## src/design/svalloc_pkg.sv

```systemverilog
package svalloc_pkg;

  localparam int VOICES = 8;
  localparam int VIDX_W = (VOICES > 1) ? $clog2(VOICES) : 1;
  localparam int NOTE_W = 7;
  localparam int VOUT_W = 3;

  typedef logic [VIDX_W-1:0] vidx_t;
  typedef logic [NOTE_W-1:0] note_t;
  typedef logic [VOUT_W-1:0] vout_t;

  typedef enum logic [1:0] {
    OP_NOTE_ON  = 2'd0,
    OP_NOTE_OFF = 2'd1,
    OP_FINISHED = 2'd2,
    OP_UNUSED   = 2'd3
  } op_t;

  typedef enum logic [2:0] {
    OC_ASSIGNED = 3'd0,
    OC_STOLEN   = 3'd1,
    OC_RELEASED = 3'd2,
    OC_NO_MATCH = 3'd3,
    OC_CLEARED  = 3'd4,
    OC_IGNORED  = 3'd5
  } outcome_t;

  typedef enum logic [1:0] {
    ST_IDLE,
    ST_SCAN,
    ST_RESP
  } state_t;

  // voice table write request
  typedef struct packed {
    logic  set;
    logic  clr;
    vidx_t idx;
    note_t note;
  } tbl_wr_t;

  // one finished result
  typedef struct packed {
    vout_t    voice_out;
    outcome_t outcome;
    logic     key_held;
  } res_t;

  // low bits of a voice index, zero-extended when the index is narrow
  function automatic vout_t to_vout(vidx_t idx);
    return VOUT_W'(idx);
  endfunction

endpackage

```

## src/design/svalloc_ifs.sv

```systemverilog
interface svalloc_in_if;
  logic       valid;
  logic       ready;
  logic [1:0] op;
  logic [6:0] note;
  logic [2:0] voice;

  modport source(output valid, output op, output note, output voice, input ready);
  modport sink(input valid, input op, input note, input voice, output ready);
endinterface

interface svalloc_out_if;
  logic       valid;
  logic       ready;
  logic [2:0] voice_out;
  logic [2:0] outcome;
  logic       key_held;

  modport source(output valid, output voice_out, output outcome, output key_held,
                 input ready);
  modport sink(input valid, input voice_out, input outcome, input key_held,
               output ready);
endinterface

```

## src/design/svalloc_table.sv

```systemverilog
module svalloc_table (
  input  logic                  clk,
  input  logic                  rst_n,
  input  svalloc_pkg::vidx_t    rd_idx,
  input  svalloc_pkg::tbl_wr_t  wr,
  output logic                  rd_busy,
  output svalloc_pkg::note_t    rd_note
);

  logic [svalloc_pkg::VOICES-1:0] busy_r;
  svalloc_pkg::note_t             note_r [svalloc_pkg::VOICES];

  always_ff @(posedge clk) begin
    if (!rst_n) begin
      busy_r <= '0;
    end else if (wr.set) begin
      busy_r[wr.idx] <= 1'b1;
    end else if (wr.clr) begin
      busy_r[wr.idx] <= 1'b0;
    end
  end

  // notes are only read while busy, so no reset
  always_ff @(posedge clk) begin
    if (wr.set) begin
      note_r[wr.idx] <= wr.note;
    end
  end

  assign rd_busy = busy_r[rd_idx];
  assign rd_note = note_r[rd_idx];

endmodule

```

## src/design/svalloc_ctrl.sv

```systemverilog
module svalloc_ctrl (
  input  logic                  clk,
  input  logic                  rst_n,
  input  logic                  in_valid,
  output logic                  in_ready,
  input  logic [1:0]            in_op,
  input  logic [6:0]            in_note,
  input  logic [2:0]            in_voice,
  input  logic                  out_free,
  output logic                  res_load,
  output svalloc_pkg::res_t     res,
  output svalloc_pkg::vidx_t    rd_idx,
  input  logic                  rd_busy,
  input  svalloc_pkg::note_t    rd_note,
  output svalloc_pkg::tbl_wr_t  wr
);

  svalloc_pkg::state_t state_r, state_nxt;
  svalloc_pkg::op_t    op_r;
  svalloc_pkg::note_t  note_r;
  logic [2:0]          vin_r;
  logic                inrange_r;
  svalloc_pkg::vidx_t  cnt_r;
  logic                free_found_r, best_valid_r, match_found_r, any_busy_r, hit_r;
  svalloc_pkg::vidx_t  free_idx_r, best_idx_r, match_idx_r;
  svalloc_pkg::note_t  best_note_r;
  logic                key_flag_r;

  logic accept, scan_last, fire;
  logic lower, same;
  svalloc_pkg::res_t   res_c;
  svalloc_pkg::tbl_wr_t wr_c;

  assign accept    = in_valid && in_ready;
  assign scan_last = (cnt_r == svalloc_pkg::VIDX_W'(svalloc_pkg::VOICES - 1));
  assign fire      = (state_r == svalloc_pkg::ST_RESP) && out_free;

  // shared compare unit, one voice per cycle
  assign lower = rd_busy && (!best_valid_r || (rd_note < best_note_r));
  assign same  = rd_busy && (rd_note == note_r);

  always_comb begin
    state_nxt = state_r;
    case (state_r)
      svalloc_pkg::ST_IDLE: begin
        if (accept) begin
          state_nxt = (svalloc_pkg::op_t'(in_op) == svalloc_pkg::OP_UNUSED) ?
                      svalloc_pkg::ST_RESP : svalloc_pkg::ST_SCAN;
        end
      end
      svalloc_pkg::ST_SCAN: begin
        if (op_r == svalloc_pkg::OP_FINISHED || scan_last) begin
          state_nxt = svalloc_pkg::ST_RESP;
        end
      end
      svalloc_pkg::ST_RESP: begin
        if (out_free) begin
          state_nxt = svalloc_pkg::ST_IDLE;
        end
      end
      default: state_nxt = svalloc_pkg::ST_IDLE;
    endcase
  end

  // result and table update, from the scan summary
  always_comb begin
    res_c = '{voice_out: '0, outcome: svalloc_pkg::OC_IGNORED, key_held: key_flag_r};
    wr_c  = '{set: 1'b0, clr: 1'b0, idx: '0, note: note_r};
    case (op_r)
      svalloc_pkg::OP_NOTE_ON: begin
        wr_c.set       = 1'b1;
        wr_c.idx       = free_found_r ? free_idx_r : best_idx_r;
        res_c.voice_out = svalloc_pkg::to_vout(wr_c.idx);
        res_c.outcome  = free_found_r ? svalloc_pkg::OC_ASSIGNED : svalloc_pkg::OC_STOLEN;
        res_c.key_held = 1'b1;
      end
      svalloc_pkg::OP_NOTE_OFF: begin
        if (match_found_r) begin
          res_c.voice_out = svalloc_pkg::to_vout(match_idx_r);
          res_c.outcome   = svalloc_pkg::OC_RELEASED;
        end else begin
          res_c.outcome   = svalloc_pkg::OC_NO_MATCH;
        end
        res_c.key_held = key_flag_r && any_busy_r;
      end
      svalloc_pkg::OP_FINISHED: begin
        res_c.voice_out = vin_r;
        wr_c.clr        = hit_r;
        wr_c.idx        = cnt_r;
        res_c.outcome   = hit_r ? svalloc_pkg::OC_CLEARED : svalloc_pkg::OC_IGNORED;
      end
      default: ;
    endcase
  end

  // outputs
  always_comb begin
    in_ready = (state_r == svalloc_pkg::ST_IDLE);
    rd_idx   = cnt_r;
    res_load = fire;
    res      = res_c;
    wr       = wr_c;
    wr.set   = wr_c.set && fire;
    wr.clr   = wr_c.clr && fire;
  end

  always_ff @(posedge clk) begin
    if (!rst_n) begin
      state_r    <= svalloc_pkg::ST_IDLE;
      key_flag_r <= 1'b0;
    end else begin
      state_r <= state_nxt;
      if (fire) begin
        key_flag_r <= res_c.key_held;
      end
    end
  end

  always_ff @(posedge clk) begin
    if (accept) begin
      op_r          <= svalloc_pkg::op_t'(in_op);
      note_r        <= in_note;
      vin_r         <= in_voice;
      inrange_r     <= (int'(in_voice) < svalloc_pkg::VOICES);
      cnt_r         <= (svalloc_pkg::op_t'(in_op) == svalloc_pkg::OP_FINISHED) ?
                       svalloc_pkg::VIDX_W'(in_voice) : '0;
      free_found_r  <= 1'b0;
      best_valid_r  <= 1'b0;
      match_found_r <= 1'b0;
      any_busy_r    <= 1'b0;
      hit_r         <= 1'b0;
      free_idx_r    <= '0;
      best_idx_r    <= '0;
      match_idx_r   <= '0;
      best_note_r   <= '0;
    end else if (state_r == svalloc_pkg::ST_SCAN) begin
      if (op_r == svalloc_pkg::OP_FINISHED) begin
        hit_r <= inrange_r && rd_busy;
      end else begin
        any_busy_r <= any_busy_r || rd_busy;
        if (!rd_busy && !free_found_r) begin
          free_found_r <= 1'b1;
          free_idx_r   <= cnt_r;
        end
        if (lower) begin
          best_valid_r <= 1'b1;
          best_idx_r   <= cnt_r;
          best_note_r  <= rd_note;
        end
        if (same && !match_found_r) begin
          match_found_r <= 1'b1;
          match_idx_r   <= cnt_r;
        end
        if (!scan_last) begin
          cnt_r <= cnt_r + 1'b1;
        end
      end
    end
  end

endmodule

```

## src/design/synth_voice_allocator.sv

```systemverilog
// Channel   Dir  Fields                              Transfer
// in_ch     in   op[1:0] note[6:0] voice[2:0]        valid && ready
// out_ch    out  voice_out[2:0] outcome[2:0] key_held valid && ready
//
// Note-on / note-off: the transfer cycle, then one voice per cycle through the
//   shared compare unit, then one update that loads the result register.
// Voice finished: the transfer, one table lookup, then the update.
//   Unused op: the transfer, then the update.
// in_ch.ready is high only while the sequencer is idle.
// One output register; the next item is taken while a result waits, and the
//   sequencer holds its update until the output register frees up.
// Synchronous active-low reset clears all busy flags and the key-held flag.
module synth_voice_allocator (
  input  logic          clk,
  input  logic          rst_n,
  svalloc_in_if.sink    in_ch,
  svalloc_out_if.source out_ch
);

  svalloc_pkg::vidx_t   rd_idx;
  logic                 rd_busy;
  svalloc_pkg::note_t   rd_note;
  svalloc_pkg::tbl_wr_t wr;
  svalloc_pkg::res_t    res;
  logic                 res_load;
  logic                 out_free;

  logic                 out_valid_r;
  svalloc_pkg::res_t    out_res_r;

  // output slot is free when empty or being drained this cycle
  assign out_free = !out_valid_r || out_ch.ready;

  svalloc_table u_table (
    .clk     (clk),
    .rst_n   (rst_n),
    .rd_idx  (rd_idx),
    .wr      (wr),
    .rd_busy (rd_busy),
    .rd_note (rd_note)
  );

  svalloc_ctrl u_ctrl (
    .clk      (clk),
    .rst_n    (rst_n),
    .in_valid (in_ch.valid),
    .in_ready (in_ch.ready),
    .in_op    (in_ch.op),
    .in_note  (in_ch.note),
    .in_voice (in_ch.voice),
    .out_free (out_free),
    .res_load (res_load),
    .res      (res),
    .rd_idx   (rd_idx),
    .rd_busy  (rd_busy),
    .rd_note  (rd_note),
    .wr       (wr)
  );

  always_ff @(posedge clk) begin
    if (!rst_n) begin
      out_valid_r <= 1'b0;
    end else if (res_load) begin
      out_valid_r <= 1'b1;
    end else if (out_ch.ready) begin
      out_valid_r <= 1'b0;
    end
  end

  always_ff @(posedge clk) begin
    if (res_load) begin
      out_res_r <= res;
    end
  end

  assign out_ch.valid     = out_valid_r;
  assign out_ch.voice_out = out_res_r.voice_out;
  assign out_ch.outcome   = out_res_r.outcome;
  assign out_ch.key_held  = out_res_r.key_held;

`ifndef SYNTH
  // sequencer goes busy right after taking an item
  a_busy_after_accept: assert property (@(posedge clk) disable iff (!rst_n)
    in_ch.valid && in_ch.ready |=> !in_ch.ready)
    else $error("ready stayed high after an input transfer");

  // a result that assigns, steals or releases a voice carries the key-held flag
  a_key_with_voice: assert property (@(posedge clk) disable iff (!rst_n)
    out_ch.valid && (out_ch.outcome == svalloc_pkg::OC_ASSIGNED ||
                     out_ch.outcome == svalloc_pkg::OC_STOLEN ||
                     out_ch.outcome == svalloc_pkg::OC_RELEASED) |-> out_ch.key_held)
    else $error("key_held low with a busy voice");

  // a result is never loaded over one still waiting
  a_no_overwrite: assert property (@(posedge clk) disable iff (!rst_n)
    res_load |-> (!out_valid_r || out_ch.ready))
    else $error("result register overwritten");
`endif

endmodule
```

## src/flat_wrapper.sv

```systemverilog
// flat-port wrapper written by rule: the top's interface ports become plain ports
module synth_voice_allocator_flat 
  (clk, rst_n, in_ch_valid, in_ch_op, in_ch_note, in_ch_voice, in_ch_ready, out_ch_valid, out_ch_voice_out, out_ch_outcome, out_ch_key_held, out_ch_ready);
  svalloc_in_if in_ch_i ();
  svalloc_out_if out_ch_i ();
  input  logic clk;
  input  logic rst_n;
  input wire logic [$bits(in_ch_i.valid)-1:0] in_ch_valid;
  input wire logic [$bits(in_ch_i.op)-1:0] in_ch_op;
  input wire logic [$bits(in_ch_i.note)-1:0] in_ch_note;
  input wire logic [$bits(in_ch_i.voice)-1:0] in_ch_voice;
  output wire logic [$bits(in_ch_i.ready)-1:0] in_ch_ready;
  output wire logic [$bits(out_ch_i.valid)-1:0] out_ch_valid;
  output wire logic [$bits(out_ch_i.voice_out)-1:0] out_ch_voice_out;
  output wire logic [$bits(out_ch_i.outcome)-1:0] out_ch_outcome;
  output wire logic [$bits(out_ch_i.key_held)-1:0] out_ch_key_held;
  input wire logic [$bits(out_ch_i.ready)-1:0] out_ch_ready;
  assign in_ch_i.valid = in_ch_valid;
  assign in_ch_i.op = in_ch_op;
  assign in_ch_i.note = in_ch_note;
  assign in_ch_i.voice = in_ch_voice;
  assign in_ch_ready = in_ch_i.ready;
  assign out_ch_valid = out_ch_i.valid;
  assign out_ch_voice_out = out_ch_i.voice_out;
  assign out_ch_outcome = out_ch_i.outcome;
  assign out_ch_key_held = out_ch_i.key_held;
  assign out_ch_i.ready = out_ch_ready;
  synth_voice_allocator u_core (.clk(clk), .rst_n(rst_n), .in_ch(in_ch_i), .out_ch(out_ch_i));
endmodule
```

## config.mk

```make
export PLATFORM = sky130hd
export DESIGN_NAME = synth_voice_allocator_flat
export DESIGN_NICKNAME = d
export VERILOG_FILES = /design/src/design/svalloc_pkg.sv /design/src/design/svalloc_ifs.sv /design/src/design/svalloc_table.sv /design/src/design/svalloc_ctrl.sv /design/src/design/synth_voice_allocator.sv /design/src/flat_wrapper.sv
export SDC_FILE = /design/constraint.sdc
export NUM_CORES = 1
export LEC_CHECK = 0
export ABC_CLOCK_PERIOD_IN_PS = 3800
export BUFFER_PORTS_ARGS = -buffer_cell sky130_fd_sc_hd__buf_4
export CAP_MARGIN = 10
export CORE_MARGIN = 8
export CORE_UTILIZATION = 38
export CTS_CLUSTER_SIZE = 28
export DETAILED_ROUTE_END_ITERATION = 16
export SYNTH_ARGS = -nofsm -noshare
export SYNTH_HDL_FRONTEND = slang
export SYNTH_SLANG_ARGS = --single-unit
```

## constraint.sdc

```tcl
create_clock -name clk -period 3.8 [get_ports clk]
set_input_delay 0.57 -clock clk [delete_from_list [all_inputs] [get_ports clk]]
set_output_delay 0.57 -clock clk [all_outputs]
set_load 0.1 [all_outputs]
```

==> run metrics <==
area delta synth->final=21.0%; R2R cell count=13; total gr overflow=0; reg2reg setup slack=0.56 ns; vias per inst=5.13; drt wl/cell=17.1 um; largest net degree at the start of global routing=20; Max transition margin=0.292; GR Util met2=0.199; endpoints failing setup=0; fin crit share=0.852; met1 Use GR=0.166; Leakage=2.14 nW; worst path buffer plus inverter count=3; cell family with most CP delay=compound AO/OA/AOI/OAI gates; I/O Buffers=24; number of max-cap violations=0; most common cell after layout, fill and taps aside=edfxtp_1; # clock sinks=114; CP Data Arrival Time=3.56 ns; Critical Path Fanout Max=11; Routed Antenna Nets=0; gr busiest metal=met2; CP dominant cell by count=buf_4; Main synth FF type=edfxtp_1; slowest cell delay on critical path=0.64 ns; reg2reg end=u_core.u_ctrl.best_note_r[4]; CP Class=flip-flop to flip-flop; Seq pwr share=0.393; Worst VDD drop=0.307 mV; GP Congestion=0.792; Pint=2.79 mW; final setup TNS=0 ns; Stages on worst setup path=13; YS warnings=0; Post-CTS Hold Fix Bufs=0; Tmin final=3.24 ns; Resized Gates After CTS=0; fillcell total=1,114; largest cells by area after synthesis=edfxtp_1, dfxtp_1, mux2i_1, o21a_1, mux4_2; power share of the clock group=0.455; post-CTS setup buffers=0; Starting DRT DRC Count=110; Post-synth EDFFs=78; Comb power frac=0.153; Hold Startpoint=in_ch_note[0]; Cell Rows=41; I/O pin count=25; root buffer cell=clkbuf_16; DIE AREA=16,700 um2; Detailed Place HPWL=7030 um; RSZ-0062 raised after global routing=false; Async SR Flop Fraction=0; core area=12,600 um2; number of global-route vias before repair=3,067; initial antenna violation count=0; sw frac=0.257; CP max-delay cell=dfxtp_1; worst hold path depth=1; chip height=129 um; NetSw=962 uW; final worst slack=0.562 ns; TritonRoute pass-1 iters=4; Mean Syn Cell Area=13.0 um2; mapped cell area=4890 um2; Hold EP=u_core.u_ctrl.note_r[0]; worst hold path type=primary input to flip-flop; Max Clock Skew=0.00792 ns; die width=129 um; nets@finish=436; Fmax achieved=0.309 GHz; CTS buffer count=17; worst-margin pin slew=1.06 ns; commonest non-fill, non-tap cells in the layout=edfxtp_1, dfxtp_1, mux2i_1, buf_4, nand2_1; met3 Use GR=0.0366; CP cell instances=buf_4 -> buf_4 -> mux2i_1 -> o2bb2ai_1 -> or2_2 -> inv_1 -> ha_1 -> a21o_1 -> a21oi_1 -> nor2b_1 -> o41ai_4 -> nand2_4 -> a211oi_1; first-pass GRT wire length=16,300 um; Distinct cells, synth=45; layout cells sized above 1=0.184; DR DRC count=0; Starting Density=0.389; Worst-path clk slew=0.05 ns; CTS H-tree lvls=4; clock tree buffer depth=2; Startpoint Class=flip-flop; gr usage total=0.132; syn nets=400; outcome=finished clean; Required @ worst endpoint=4.13 ns; area leader, netlist=edfxtp_1; Ant. Diodes=0; count of pins over their slew limit=0; CTS tree=yes; Cell Pwr Density=634 nW/um2; element type at the critical path end=flip-flop; final wirelength=10,200 um; sequential-to-total area share from yosys stat=0.627; Clock Latency Late Sink=0.41 ns; count of final hold-check violations=0; top cell type's share of synthesized area=0.479; setup slack at placement=0.573 ns; flops & latches, synth=114; Syn Inst Count=376; DR vias=3,060
-- sequential cells by signal, summed over array words and instances (netlist names), named ones only --
| register | cells |
|---|---|
| u_core.u_ctrl.op_r | 2 |
| u_core.u_ctrl.any_busy_r | 1 |
| u_core.u_ctrl.vin_r | 3 |
| u_core.u_table.note_r | 56 |
| u_core.u_ctrl.key_flag_r | 1 |
| u_core.u_ctrl.note_r | 7 |
| u_core.out_ch.voice_out | 3 |
| u_core.u_ctrl.hit_r | 1 |
| u_core.u_ctrl.free_found_r | 1 |
| u_core.u_ctrl.match_found_r | 1 |
| u_core.u_ctrl.free_idx_r | 3 |
| u_core.u_ctrl.best_note_r | 7 |
| u_core.u_ctrl.state_r | 2 |
| u_core.out_ch.outcome | 3 |
| u_core.u_ctrl.best_idx_r | 3 |
| u_core.out_ch.valid | 1 |
| u_core.out_ch.key_held | 1 |
| u_core.u_ctrl.best_valid_r | 1 |
| u_core.u_ctrl.match_idx_r | 3 |
| u_core.u_ctrl.rd_idx | 3 |
-- power groups by stage --
stage          Sequential [mW]  Combinational (mW)  Clock [mW]
2_1_floorplan             1.47               0.445           0
3_3_place_gp              1.50               0.561           0
3_5_place_dp              1.50               0.569           0
4_1_cts                   1.47               0.574        1.73
5_1_grt                   1.48               0.627        1.78
6_report                  1.47               0.572        1.71
-- worst max path at each step --
stage / from / endpoint / slack (ns)
after floorplan: u_core.u_ctrl.state_r[1] / u_core.u_ctrl.note_r[0] / 0.53
after global placement: flip-flop / u_core.u_ctrl.best_note_r[6] / 0.67
after detailed placement: flip-flop / u_core.u_ctrl.best_note_r[6] / 0.57
after CTS: flip-flop / u_core.u_ctrl.best_note_r[4] / 0.54
after global routing: flip-flop / u_core.u_ctrl.best_note_r[6] / 0.32
final: flip-flop / u_core.u_ctrl.best_note_r[4] / 0.56
-- kinds of logic (layout without fill, tap and decap cells) --
| kind of cell | count (synthesis) | after routing | synth area share |
|---|---|---|---|
| flip-flops | 114 | 114 | 0.627 |
| AND/OR/NAND/NOR | 111 | 111 | 0.113 |
| AO/OA/AOI/OAI | 64 | 64 | 0.0929 |
| multiplexers | 44 | 44 | 0.116 |
| buffers and inverters | 32 | 81 | 0.0259 |
| adder cells (fa/ha/maj) | 8 | 8 | 0.0205 |
| XOR/XNOR | 3 | 3 | 0.00538 |
-- synth_stat cells, types with 4 or more instances --
library cell  instances
nand3_1               9
o21ai_0               7
a21oi_1              11
a211oi_1              4
ha_1                  8
a22oi_1               4
o21ai_1               4
o21a_1               19
nand2_1              29
mux2i_1              30
mux2_2                5
clkbuf_1              8
and3_1                4
mux4_2                6
nor2b_1              12
dfxtp_1              36
edfxtp_1             78
inv_1                19
nor2_1               28
nor3_1               11
buf_2                 5
-- layout make-up --
type / count / area (um2) / area share
Multi-Input combinational cell: 230 / 1700 / 0.287
Clock inverter: 15 / 215 / 0.0364
Tap cell: 172 / 215 / 0.0364
Timing Repair Buffer: 30 / 225 / 0.0381
Clock buffer: 17 / 425 / 0.0719
Inverter: 19 / 71.3 / 0.0121
Sequential cell: 114 / 3060 / 0.518
-- layer usage --
metal,up-vias,part of all wire
li1,1472,-
met1,1505,0.47
met2,66,0.47
met3,17,0.030
met4,0,0.025
met5,-,0
-- per-stage QoR --
stage                     utilization  cell area, um2  cells  power, mW  hold WS [ns]
after floorplan                     -            4890    376       1.91         0.434
after global placement          0.420            5270    565       2.06         0.449
after detailed placement        0.420            5270    565       2.07         0.454
after CTS                       0.470            5910    597       3.78         0.317
after global routing            0.470            5910    597       3.89         0.316
final                           0.470            5910    597       3.75         0.333
-- worst reg2reg max path, delay by kind of cell (launching register included) --
family	cells	cell delay [ns]
multiplexers	1	0.23
AO/OA/AOI/OAI	5	1.15
adder cells (fa/ha/maj)	1	0.17
buffers and inverters	3	0.52
AND/OR/NAND/NOR	3	0.44
flip-flops	1	0.64
Power figures use the tool's default switching activity.
